===== src/rdfg_pkg.sv =====
// Shared types, register indexes and constant helpers for the reset declick fade gate.
// Depends on nothing; every other file in src imports this package.
`default_nettype none

package rdfg_pkg;

   // Channel count that the datapath is built for; active_channels clamps to it.
   localparam int unsigned CHANNELS = 2;

   // Fraction bits of a Q1.15 sample.
   localparam int unsigned SAMPLE_FRAC = 15;

   localparam logic [1:0]  ACTIVE_CHANNELS_RESET = 2'd2;
   localparam logic [14:0] GATE_THRESHOLD_RESET  = 15'd66;

   typedef enum logic {
      REG_ACTIVE_CHANNELS = 1'b0,
      REG_GATE_THRESHOLD  = 1'b1
   } csr_index_type;

   typedef enum logic [3:0] {
      MODE_PASS  = 4'b0001,
      MODE_EDGE  = 4'b0010,
      MODE_MUTE  = 4'b0100,
      MODE_ONSET = 4'b1000
   } fade_mode_type;

   typedef struct packed {
      logic               req_type;
      logic signed [15:0] sample_left;
      logic signed [15:0] sample_right;
   } req_payload_type;

   typedef struct packed {
      logic signed [15:0] out_left;
      logic signed [15:0] out_right;
   } rsp_payload_type;

   // Per-transfer events from the datapath to the fade controller.
   typedef struct packed {
      logic frame;
      logic restart;
      logic loud;
   } fade_event_type;

   function automatic bit fade_is_pow2(input int unsigned len);
      return (32'd1 << $clog2(len)) == len;
   endfunction

   // Fraction bits of the reciprocal gain. A power-of-two length is an exact shift;
   // otherwise enough bits are kept that a rounded reciprocal still floors exactly.
   function automatic int unsigned fade_shift(input int unsigned len);
      return fade_is_pow2(len) ? $clog2(len) : SAMPLE_FRAC + 2 * $clog2(len);
   endfunction

endpackage

`default_nettype wire


===== src/rdfg_scale.sv =====
// One fade multiplier: floor(value * factor / LEN) using a precomputed gain factor * ceil(2^S / LEN).
// Depends on rdfg_pkg for the shift helpers.
`default_nettype none

module rdfg_scale
   import rdfg_pkg::*;
#(
   parameter int unsigned LEN = 256,
   localparam int unsigned GW = fade_shift(LEN) + 1,
   localparam int unsigned FW = $clog2(LEN + 1)
) (
   input  logic signed [15:0]   value,
   input  logic        [GW-1:0] gain,
   input  logic        [FW-1:0] factor,
   output logic signed [15:0]   result
);

   localparam int unsigned SHIFT = fade_shift(LEN);
   localparam bit          POW2  = fade_is_pow2(LEN);
   localparam int unsigned PW    = GW + 17;

   logic        [GW-1:0] gain_sel;
   logic signed [PW-1:0] product;

   // The gain is built with the rounded-up reciprocal. Negative values need the
   // rounded-down one, which differs by exactly one per unit of factor.
   always_comb begin
      if (!POW2 && value[15]) begin
         gain_sel = gain - GW'(factor);
      end else begin
         gain_sel = gain;
      end
   end

   assign product = value * $signed({1'b0, gain_sel});
   assign result  = product[SHIFT +: 16];

endmodule

`default_nettype wire


===== src/rdfg_ctrl.sv =====
// Fade controller: edge and onset counters, their running gains and the signal gate.
// Depends on rdfg_pkg for the mode and event types and the shift helpers.
`default_nettype none

module rdfg_ctrl
   import rdfg_pkg::*;
#(
   parameter int unsigned EDGE_FADE_LEN  = 256,
   parameter int unsigned ONSET_FADE_LEN = 2048,
   localparam int unsigned EGW = fade_shift(EDGE_FADE_LEN) + 1,
   localparam int unsigned OGW = fade_shift(ONSET_FADE_LEN) + 1,
   localparam int unsigned EFW = $clog2(EDGE_FADE_LEN + 1),
   localparam int unsigned OFW = $clog2(ONSET_FADE_LEN + 1)
) (
   input  logic           clock,
   input  logic           reset,
   input  fade_event_type evt,
   output fade_mode_type  mode,
   output logic [EGW-1:0] edge_gain,
   output logic [EFW-1:0] edge_factor,
   output logic [OGW-1:0] onset_gain,
   output logic [OFW-1:0] onset_factor
);

   localparam int unsigned E_SHIFT = fade_shift(EDGE_FADE_LEN);
   localparam int unsigned O_SHIFT = fade_shift(ONSET_FADE_LEN);
   localparam longint unsigned E_MULT = fade_is_pow2(EDGE_FADE_LEN) ? 64'd1 :
      ((64'd1 << E_SHIFT) + EDGE_FADE_LEN - 1) / EDGE_FADE_LEN;
   localparam longint unsigned O_MULT = fade_is_pow2(ONSET_FADE_LEN) ? 64'd1 :
      ((64'd1 << O_SHIFT) + ONSET_FADE_LEN - 1) / ONSET_FADE_LEN;
   localparam longint unsigned E_START = (EDGE_FADE_LEN - 1) * E_MULT;

   logic [EFW-1:0] edge_cnt_ff, edge_cnt_in;
   logic [OFW-1:0] onset_cnt_ff, onset_cnt_in;
   logic           armed_ff, armed_in;
   logic [EGW-1:0] edge_gain_ff, edge_gain_in;
   logic [OGW-1:0] onset_gain_ff, onset_gain_in;
   logic           open_now;

   // The edge fade wins over the gate; the frame that opens the gate is already
   // the first step of the onset ramp.
   always_comb begin
      mode     = MODE_PASS;
      open_now = 1'b0;
      if (edge_cnt_ff != '0) begin
         mode = MODE_EDGE;
      end else if (armed_ff) begin
         if (evt.loud) begin
            mode     = MODE_ONSET;
            open_now = 1'b1;
         end else begin
            mode = MODE_MUTE;
         end
      end else if (onset_cnt_ff != '0) begin
         mode = MODE_ONSET;
      end
   end

   assign edge_gain    = edge_gain_ff;
   assign edge_factor  = edge_cnt_ff - EFW'(1);
   assign onset_gain   = open_now ? OGW'(O_MULT) : onset_gain_ff;
   assign onset_factor = open_now ? OFW'(1) : OFW'(ONSET_FADE_LEN - int'(onset_cnt_ff) + 1);

   always_comb begin
      edge_cnt_in   = edge_cnt_ff;
      onset_cnt_in  = onset_cnt_ff;
      armed_in      = armed_ff;
      edge_gain_in  = edge_gain_ff;
      onset_gain_in = onset_gain_ff;
      if (evt.restart) begin
         edge_cnt_in  = EFW'(EDGE_FADE_LEN);
         edge_gain_in = EGW'(E_START);
         onset_cnt_in = '0;
         armed_in     = 1'b1;
      end else if (evt.frame) begin
         case (mode)
            MODE_EDGE: begin
               edge_cnt_in  = edge_cnt_ff - EFW'(1);
               edge_gain_in = edge_gain_ff - EGW'(E_MULT);
            end
            MODE_ONSET: begin
               if (open_now) begin
                  armed_in      = 1'b0;
                  onset_cnt_in  = OFW'(ONSET_FADE_LEN - 1);
                  onset_gain_in = OGW'(2 * O_MULT);
               end else begin
                  onset_cnt_in  = onset_cnt_ff - OFW'(1);
                  onset_gain_in = onset_gain_ff + OGW'(O_MULT);
               end
            end
            default: begin
            end
         endcase
      end
   end

   always_ff @(posedge clock) begin
      if (reset) begin
         edge_cnt_ff  <= '0;
         onset_cnt_ff <= '0;
         armed_ff     <= 1'b0;
      end else begin
         edge_cnt_ff  <= edge_cnt_in;
         onset_cnt_ff <= onset_cnt_in;
         armed_ff     <= armed_in;
      end
   end

   always_ff @(posedge clock) begin
      edge_gain_ff  <= edge_gain_in;
      onset_gain_ff <= onset_gain_in;
   end

   // The gate can only be armed by a reset request, which also starts the edge fade.
   a_edge_implies_armed: assert property (@(posedge clock) disable iff (reset)
      (edge_cnt_ff != '0) |-> armed_ff)
      else $error("edge fade running without the gate armed");

   // The onset ramp is only loaded when the gate opens.
   a_armed_no_onset: assert property (@(posedge clock) disable iff (reset)
      armed_ff |-> (onset_cnt_ff == '0))
      else $error("onset ramp running while the gate is armed");

endmodule

`default_nettype wire


===== src/reset_declick_fade_gate_top.sv =====
// Reset declick fade gate: one stereo Q1.15 frame in, one conditioned frame out per cycle.
// After a reset request the last outputs fade to zero over EDGE_FADE_LEN frames, the output
// then stays muted until the input peak exceeds gate_threshold, and an onset ramp of
// ONSET_FADE_LEN frames brings the signal back in. Each frame is worked out in the cycle
// it is transferred and its result is held in the output register, so one item is taken
// every cycle unless the output stalls; the path is set by one 16-bit by gain-width
// multiply per channel. A reset request is transferred like a frame but yields no result.
// Depends on rdfg_pkg, rdfg_ctrl and rdfg_scale.
`default_nettype none

module reset_declick_fade_gate_top
   import rdfg_pkg::*;
#(
   parameter int unsigned EDGE_FADE_LEN  = 256,
   parameter int unsigned ONSET_FADE_LEN = 2048
) (
   input  logic            clock,
   input  logic            reset,
   input  logic            req_valid,
   output logic            req_ready,
   input  req_payload_type req_data,
   output logic            rsp_valid,
   input  logic            rsp_ready,
   output rsp_payload_type rsp_data,
   input  logic            csr_we,
   input  csr_index_type   csr_addr,
   input  logic [14:0]     csr_wdata
);

   localparam int unsigned EGW = fade_shift(EDGE_FADE_LEN) + 1;
   localparam int unsigned OGW = fade_shift(ONSET_FADE_LEN) + 1;
   localparam int unsigned EFW = $clog2(EDGE_FADE_LEN + 1);
   localparam int unsigned OFW = $clog2(ONSET_FADE_LEN + 1);

   logic [1:0]         active_ch_ff;
   logic [14:0]        threshold_ff;
   logic signed [15:0] last_left_ff, last_right_ff;
   logic signed [15:0] start_left_ff, start_right_ff;
   logic               rsp_valid_ff, rsp_valid_in;
   rsp_payload_type    rsp_data_ff, rsp_data_in;

   logic               fire, frame_fire, reset_fire, two_ch;
   logic signed [16:0] wide_left, wide_right;
   logic        [16:0] abs_left, abs_right;
   fade_event_type     evt;
   fade_mode_type      mode;
   logic [EGW-1:0]     edge_gain;
   logic [EFW-1:0]     edge_factor;
   logic [OGW-1:0]     onset_gain;
   logic [OFW-1:0]     onset_factor;
   logic signed [15:0] edge_left, edge_right, onset_left, onset_right;
   logic signed [15:0] y_left, y_right;

   // The output register parts the two sides: a new frame is taken whenever no result is
   // held or the held result leaves in the same cycle.
   assign req_ready  = !rsp_valid_ff || rsp_ready;
   assign fire       = req_valid && req_ready;
   assign frame_fire = fire && !req_data.req_type;
   assign reset_fire = fire && req_data.req_type;
   assign rsp_valid  = rsp_valid_ff;
   assign rsp_data   = rsp_data_ff;

   // A channel count of zero acts as one; anything above the build width is clamped.
   assign two_ch = (CHANNELS > 1) && (active_ch_ff >= 2'd2);

   assign wide_left  = {req_data.sample_left[15], req_data.sample_left};
   assign wide_right = {req_data.sample_right[15], req_data.sample_right};
   assign abs_left   = wide_left[16] ? 17'(-wide_left) : 17'(wide_left);
   assign abs_right  = wide_right[16] ? 17'(-wide_right) : 17'(wide_right);

   assign evt.frame   = frame_fire;
   assign evt.restart = reset_fire;
   assign evt.loud    = (abs_left > {2'b00, threshold_ff})
                     || (two_ch && (abs_right > {2'b00, threshold_ff}));

   rdfg_ctrl #(
      .EDGE_FADE_LEN  (EDGE_FADE_LEN),
      .ONSET_FADE_LEN (ONSET_FADE_LEN)
   ) u_ctrl (
      .clock        (clock),
      .reset        (reset),
      .evt          (evt),
      .mode         (mode),
      .edge_gain    (edge_gain),
      .edge_factor  (edge_factor),
      .onset_gain   (onset_gain),
      .onset_factor (onset_factor)
   );

   rdfg_scale #(.LEN(EDGE_FADE_LEN)) u_edge_left (
      .value  (start_left_ff),
      .gain   (edge_gain),
      .factor (edge_factor),
      .result (edge_left)
   );

   rdfg_scale #(.LEN(EDGE_FADE_LEN)) u_edge_right (
      .value  (start_right_ff),
      .gain   (edge_gain),
      .factor (edge_factor),
      .result (edge_right)
   );

   rdfg_scale #(.LEN(ONSET_FADE_LEN)) u_onset_left (
      .value  (req_data.sample_left),
      .gain   (onset_gain),
      .factor (onset_factor),
      .result (onset_left)
   );

   rdfg_scale #(.LEN(ONSET_FADE_LEN)) u_onset_right (
      .value  (req_data.sample_right),
      .gain   (onset_gain),
      .factor (onset_factor),
      .result (onset_right)
   );

   always_comb begin
      case (mode)
         MODE_EDGE: begin
            y_left  = edge_left;
            y_right = edge_right;
         end
         MODE_MUTE: begin
            y_left  = '0;
            y_right = '0;
         end
         MODE_ONSET: begin
            y_left  = onset_left;
            y_right = onset_right;
         end
         default: begin
            y_left  = req_data.sample_left;
            y_right = req_data.sample_right;
         end
      endcase
      rsp_data_in.out_left  = y_left;
      rsp_data_in.out_right = two_ch ? y_right : 16'sd0;
   end

   always_comb begin
      if (frame_fire) begin
         rsp_valid_in = 1'b1;
      end else if (rsp_ready) begin
         rsp_valid_in = 1'b0;
      end else begin
         rsp_valid_in = rsp_valid_ff;
      end
   end

   always_ff @(posedge clock) begin
      if (reset) begin
         rsp_valid_ff   <= 1'b0;
         active_ch_ff   <= ACTIVE_CHANNELS_RESET;
         threshold_ff   <= GATE_THRESHOLD_RESET;
         last_left_ff   <= '0;
         last_right_ff  <= '0;
         start_left_ff  <= '0;
         start_right_ff <= '0;
      end else begin
         rsp_valid_ff <= rsp_valid_in;
         if (csr_we) begin
            case (csr_addr)
               REG_ACTIVE_CHANNELS: active_ch_ff <= csr_wdata[1:0];
               REG_GATE_THRESHOLD:  threshold_ff <= csr_wdata;
               default: begin
               end
            endcase
         end
         if (reset_fire) begin
            start_left_ff  <= last_left_ff;
            start_right_ff <= last_right_ff;
         end
         if (frame_fire) begin
            last_left_ff <= y_left;
            if (two_ch) begin
               last_right_ff <= y_right;
            end
         end
      end
   end

   always_ff @(posedge clock) begin
      if (frame_fire) begin
         rsp_data_ff <= rsp_data_in;
      end
   end

   // A reset request must never show up as a result.
   a_restart_silent: assert property (@(posedge clock) disable iff (reset)
      (reset_fire && !rsp_valid_ff) |=> !rsp_valid_ff)
      else $error("reset request produced a result");

   // While the gate is shut both channels carry silence.
   a_mute_zero: assert property (@(posedge clock) disable iff (reset)
      (frame_fire && mode == MODE_MUTE) |=>
         (rsp_data_ff.out_left == 16'sd0 && rsp_data_ff.out_right == 16'sd0))
      else $error("muted frame is not silent");

   // An unused right channel keeps its last output.
   a_unused_right_held: assert property (@(posedge clock) disable iff (reset)
      (frame_fire && !two_ch) |=> $stable(last_right_ff))
      else $error("unused channel level changed");

endmodule

`default_nettype wire

===== config.mk =====
export PLATFORM = sky130hd
export DESIGN_NAME = reset_declick_fade_gate_top
export DESIGN_NICKNAME = d
export VERILOG_FILES = /design/src/rdfg_pkg.sv /design/src/rdfg_scale.sv /design/src/rdfg_ctrl.sv /design/src/reset_declick_fade_gate_top.sv
export SDC_FILE = /design/constraint.sdc
export NUM_CORES = 2
export LEC_CHECK = 0
export ABC_AREA = 0
export BUFFER_PORTS_ARGS = -buffer_cell sky130_fd_sc_hd__buf_2
export CAP_MARGIN = 0
export CORE_ASPECT_RATIO = 1.75
export CORE_MARGIN = 5
export CORE_UTILIZATION = 60
export DETAILED_ROUTE_END_ITERATION = 7
export PLACE_DENSITY = 0.77
export SYNTH_ARGS = -nofsm -noshare
export SYNTH_HDL_FRONTEND = slang
export SYNTH_SLANG_ARGS = --single-unit

===== constraint.sdc =====
create_clock -name clock -period 23 [get_ports clock]
set_input_delay 0 -clock clock [delete_from_list [all_inputs] [get_ports clock]]
set_output_delay 0 -clock clock [all_outputs]
set_load 0.01 [all_outputs]

* Word level (Yosys, flattened, before mapping)
Cells that the tools add are included.
** Cells by class
- Add/subtract/negate cells :: 6
- Bitwise gates (word level) :: 2
- Order comparisons :: 3
- Multiply operators :: 4
- Mux-type cells :: 22
- Reduce and logical (&&, ||, !) cells :: 24
- Equal/unequal tests :: 3
** Operator list (number)
- $pmux W16 S3 :: 2
- $mul A16 B13 Y27 :: 2
- $mul A16 B10 Y24 :: 2
- $gt A17 B15 Y1 :: 2
- $mux W17 :: 2
- $neg A16 Y17 :: 2
- $mux W9 :: 3
- $mux W12 :: 2
- $sub A9 B1 Y9 const B :: 2
- $mux W4 :: 4
- $add A12 B1 Y12 const B :: 1
- $reduce_and A2 Y1 :: 6
- $reduce_bool A12 Y1 :: 1
- $sub A12 B1 Y12 const B :: 1
- $reduce_bool A2 Y1 :: 5
- $mux W1 :: 9
- $reduce_bool A9 Y1 :: 1
- $reduce_and A3 Y1 :: 2
- $eq A4 B2 Y1 const B :: 1
- $eq A4 B3 Y1 const B :: 1
- $eq A4 B4 Y1 const B :: 1
- $logic_and A1 B1 Y1 :: 4
- $ge A2 B2 Y1 const B :: 1
- $logic_not A1 Y1 :: 2
- other kinds (3) :: 5
** Word-level totals
- Flip-flop bits (word level) :: 157
- Word-level logic and storage cells :: 79

* Longest topological paths before layout
- Depth after elaboration :: 12
- Gate-level depth with buffers :: 41
- Mapped depth without buffers :: 37

* Cells and area by module
A second synthesis with hierarchy kept.
** Second synthesis, totals
- Cells, all modules :: 3525
- Area, all modules :: 31059.8 sq um
** Modules (own cells, without submodules)
- rdfg_scale (u_edge_left ...) :: cells an instance 543, seq. area each 0.0 sq um, times used 2, area each 4785.8 sq um
- rdfg_scale (u_onset_left) :: cells an instance 780, seq. area each 0.0 sq um, times used 1, area each 6747.7 sq um
- rdfg_scale (u_onset_right) :: cells an instance 749, seq. area each 0.0 sq um, times used 1, area each 6581.3 sq um
- reset_declick_fade_gate_top :: cells an instance 611, seq. area each 2582.5 sq um, times used 1, area each 5581.6 sq um
- rdfg_ctrl :: cells an instance 299, seq. area each 980.9 sq um, times used 1, area each 2577.5 sq um

* Worst setup path after synthesis
No wires, ideal clock.
- Kind :: input to register
- Start point :: input req_data[16] (netlist bit)
- End point :: register rsp_data_ff (netlist bit rsp_data[15]) (data pin)
- Arrival time :: 8.447 ns
- Stages :: 40
- Path buffers :: 5
- Library setup time :: 0.255 ns
- Path slack :: 14.298 ns
- Data required time :: 22.745 ns
- Path through :: clkbuf_1 inv_1 ha_1 nand2b_1 or3_1 o41ai_1 xnor2_1 ha_1 nand4_1 or2_2 o32a_1 o41ai_1 and2_4 buf_6 a21o_1 clkbuf_1 clkbuf_1 clkbuf_1 [... 4 more ...] inv_1 fa_1 fa_1 inv_1 fa_1 inv_1 ha_1 a21o_1 a21o_1 a21oi_1 o21a_1 nand2_1 a211o_1 a31oi_1 o21ai_0 xnor2_1 o22ai_1 o21ba_2
** Between the ends
- Cells in the longest elaborated chain, start to end :: 10
- Elaborated cells on any way between the ends :: 16
** Ends and longest elaborated chain
- from (decl) :: line reset_declick_fade_gate_top.sv:21 : input req_payload_type req_data,
- $neg A16 Y17 :: line reset_declick_fade_gate_top.sv:68 : assign abs_left = wide_left[16] ? 17'(-wide_left) : 17'(wide_left);
- $mux W17 * :: line reset_declick_fade_gate_top.sv:68
- $gt A17 B15 Y1 * :: line reset_declick_fade_gate_top.sv:73 : assign evt.loud = (abs_left > {2'b00, threshold_ff})
- $logic_or A1 B1 Y1 * :: line reset_declick_fade_gate_top.sv:74 : || (two_ch && (abs_right > {2'b00, threshold_ff}));
- $mux W1 :: line rdfg_ctrl.sv:48 : if (evt.loud) begin
- $mux W1 :: line rdfg_ctrl.sv:47 : end else if (armed_ff) begin
- $mux W1 :: line rdfg_ctrl.sv:45 : if (edge_cnt_ff != '0) begin
- $mux W12 :: line rdfg_ctrl.sv:61 : assign onset_gain = open_now ? OGW'(O_MULT) : onset_gain_ff;
- $mul A16 B13 Y27 :: line rdfg_scale.sv:35 : assign product = value * $signed({1'b0, gain_sel});
- $pmux W16 S3 * :: line reset_declick_fade_gate_top.sv:119 : case (mode)
- to (signal assigned) :: line reset_declick_fade_gate_top.sv:185 : rsp_data_ff <= rsp_data_in;
- to (decl) :: line reset_declick_fade_gate_top.sv:40 : rsp_payload_type rsp_data_ff, rsp_data_in;
Every way passes the cells marked *; elsewhere a longest branch is shown, timed or not.
A chain may end at the register's enable or synchronous reset.

==> results.toml <==
[global_routing]
grt-ovfl-total = 0
grt_start_max_net_pins = 92
track_usage_pct = 31.1
grt_pass1_vias = 26534
antenna_found_initial = 2
grt_first_pass_wirelength_mm = 139

[yosys]
yosysTopAreaCellShare_pct = 36.5
synth.avg_cell_area_um2 = 8.64
ys_ff_latch = 156
synth.area.top_cells = "fa_1 36%, ha_1 10%, inv_1 9.3%, dfxtp_1 7.2%, nand2_1 5.5%"
synth-edff-count = 44
synth.distinct_cells = 72
ys.flop_type = "dfxtp_1"
synthCells = 3594
seq_area_frac_synth_pct = 11.5
post_synth_instance_area_um2 = 31000
yosysTopAreaCell = "fa_1"
yosys_warnings = 0
syn_nets = 4466
synthArstFlopShare_pct = 0

[clock_network]
cts_root_buf = "clkbuf_16"
ctsResizeCount = 0
clk_path_buf_depth = 2
cts_max_level = 4
cts_tree = "done"
clock_sinks = 156
clk_latency_ns = 0.46
clkTransAtPathRegs_ns = 0.06
numCtsBuffers = 17

[floorplan]
die_w_um = 182
start_util_pct = 60.5
rows = 110
ios = 88
core_area_um2 = 51300
dieArea_um2 = 56600
fp.dieH_um = 311

[drt]
vias = 24561
wl_per_cell_um = 20.3
vias_per_cell = 5.80
wl_met2_mm = 44.2
drc = 0
routed_wirelength_mm = 85.9
dr.max_layer_used = "met4"
antenna_left = 0
first_iter_violations = 1582
met1_length_mm = 30.4
dr.pass1.iters = 6
wl_met3_mm = 4.84

[worst_setup_path]
startpoint = "req_data[2]"
startpoint_type = "primary input"
crit_end = "rsp_data[23]$_DFFE_PP_"
critPathRequiredTime_ns = 23.19
r2r-start = "threshold_ff[10]$_SDFFE_PP0P_"
crit_type = "primary input to register"
slowest_stage = "buf_4"
r2r-end = "rsp_data[23]$_DFFE_PP_"
reg2reg_slack_ns = 12.79
cp_max_fo = 91
cpPeakStageDelay_ns = 0.68
end_kind = "register"
cp_common_cell = "fa_1"
rr_worst_depth = 31
critPathArrivalTime_ns = 10.86

[timing]
rsz0062_at_grt = "false"
fmax_mhz = 93.7
setup-tns-final_ns = 0
fin_skew_ns = 0.0123
fin_crit_sh_pct = 46.4
finalSetupViolCount = 0
relSlewSlack_pct = 25.1
slew_viol_final = 0
worstMarginPinSlew_ns = 1.11
final-hold-violation-count = 0
finalCriticalPeriod_ns = 10.67

[job]
max_cap_viol_count = 0

[layout]
drive_above_1_share_pct = 5.22
area_growth_pct = 4.87
layout.nets = 4419
final_util_pct = 63.4

[min_path]
hp-class = "primary input to register"

[placed_design]
gp_congestion = 1.00
hpwl_mm = 69.0
io_buffer_count = 87

[run_status]
outcome = "completed"
worst max-delay path: cells and delay by family:
kind / cells / cell delay (ns)
xor gates and xnor gates: 1 / 0.12
buffers and inverters: 7 / 1.91
AOI/OAI and AO/OA: 9 / 2.90
and+or+nand+nor: 11 / 2.73
adders and majority gates: 7 / 3.16
layer usage:
metal  up-vias  track usage (%)
li1      11004                -
met3       330             3.38
met5         -                0
met2       925             55.2
met4         0             19.6
met1     12302             35.4
how the worst min path moves through the flow:
stage | startpoint | endpoint | depth (start not counted)
after floorplan | csr_wdata[10] | threshold_ff[10]$_SDFFE_PP0P_ | 2
after global placement | csr_wdata[0] | threshold_ff[0]$_SDFFE_PP0P_ | 3
after detailed placement | csr_wdata[0] | threshold_ff[0]$_SDFFE_PP0P_ | 3
after CTS | csr_addr | active_ch_ff[1]$_SDFFE_PP1P_ | 4
after global routing | csr_addr | active_ch_ff[1]$_SDFFE_PP1P_ | 4
final | csr_addr | active_ch_ff[1]$_SDFFE_PP1P_ | 4
per-stage QoR:
step	hold WS, ns	instances	setup WS (ns)	cell area (um^2)
6_report	0.0342	4234	12.33	32600
5_1_grt	0.0551	4233	11.68	32600
4_1_cts	0.0102	4232	12.50	32600
3_5_place_dp	0.251	4182	12.05	31800
3_3_place_gp	0.250	4182	12.22	31800
2_1_floorplan	0.136	3594	14.30	31000
cell families (layout without fill, tap and decap cells):
| group | count (synthesis) | in the layout | share of synthesized area (%) |
|---|---|---|---|
| buffers and inverters | 977 | 943 | 11.9 |
| and+or+nand+nor | 1096 | 1096 | 17.7 |
| xor gates and xnor gates | 148 | 148 | 4.17 |
| muxes | 2 | 2 | 0.0645 |
| adders and majority gates | 818 | 818 | 46.6 |
| other | 0 | 2 | 0 |
| AOI/OAI and AO/OA | 397 | 397 | 8.08 |
| DFF | 156 | 156 | 11.5 |
cells in the final DEF, fill, tap and decap left out, types with 10 or more instances in the layout:
| cell type | instances |
|---|---|
| dfxtp_1 | 111 |
| nand2_1 | 455 |
| buf_2 | 87 |
| xnor2_1 | 104 |
| nand2b_1 | 15 |
| xor2_1 | 44 |
| o21bai_1 | 11 |
| nand3_1 | 36 |
| ha_1 | 252 |
| dlygate4sd3_1 | 18 |
| and3_1 | 204 |
| nor2b_1 | 14 |
| o211ai_1 | 10 |
| and2_1 | 199 |
| buf_4 | 38 |
| a31oi_1 | 14 |
| edfxtp_1 | 44 |
| o31ai_1 | 14 |
| nor2_1 | 71 |
| clkbuf_16 | 17 |
| nor3_1 | 32 |
| nor4_1 | 11 |
| nand4_1 | 17 |
| o21ai_0 | 85 |
| a21o_1 | 22 |
| or3_1 | 16 |
| fa_1 | 566 |
| inv_1 | 766 |
| a211oi_1 | 11 |
| a21oi_1 | 141 |
cells in the mapped netlist, types with 23 or more instances:
| cell | instances |
|---|---|
| edfxtp_1 | 44 |
| nor2_1 | 72 |
| clkbuf_1 | 190 |
| fa_1 | 566 |
| and2_1 | 199 |
| xor2_1 | 44 |
| a21oi_1 | 141 |
| and3_1 | 204 |
| dfxtp_1 | 112 |
| nand2_1 | 455 |
| ha_1 | 252 |
| o21ai_0 | 85 |
| a21o_1 | 23 |
| nand3_1 | 36 |
| xnor2_1 | 104 |
| nor3_1 | 32 |
| inv_1 | 766 |
flip-flops by register name, indices dropped and copies added (netlist names):
name,flops
u_ctrl.armed_ff,1
u_ctrl.edge_cnt_ff,9
u_ctrl.onset_cnt_ff,12
u_ctrl.edge_gain,9
start_right_ff,16
rsp_valid,1
u_ctrl.onset_gain_ff,12
last_left_ff,16
start_left_ff,16
threshold_ff,15
active_ch_ff,1
last_right_ff,16
rsp_data,32
layout make-up:
type,instances,area (um^2)
multi-input combinational,2461,23800
clock buffer,19,433
timing repair buffer,143,901
antenna,2,5.00
clock inverter,13,110
fill,4394,18800
sequential,156,3560
tap,672,841
inverter,768,2880
repair_timing:
item                                   in CTS  in global routing
setup endpoints to repair                   0                  0
buffers inserted                            0                  0
endpoints found under the hold margin      17                  0
hold buffers                               18                  0
Power is not shown: default switching activity piles up to over one toggle a cycle in this logic, so the estimate is an artifact.
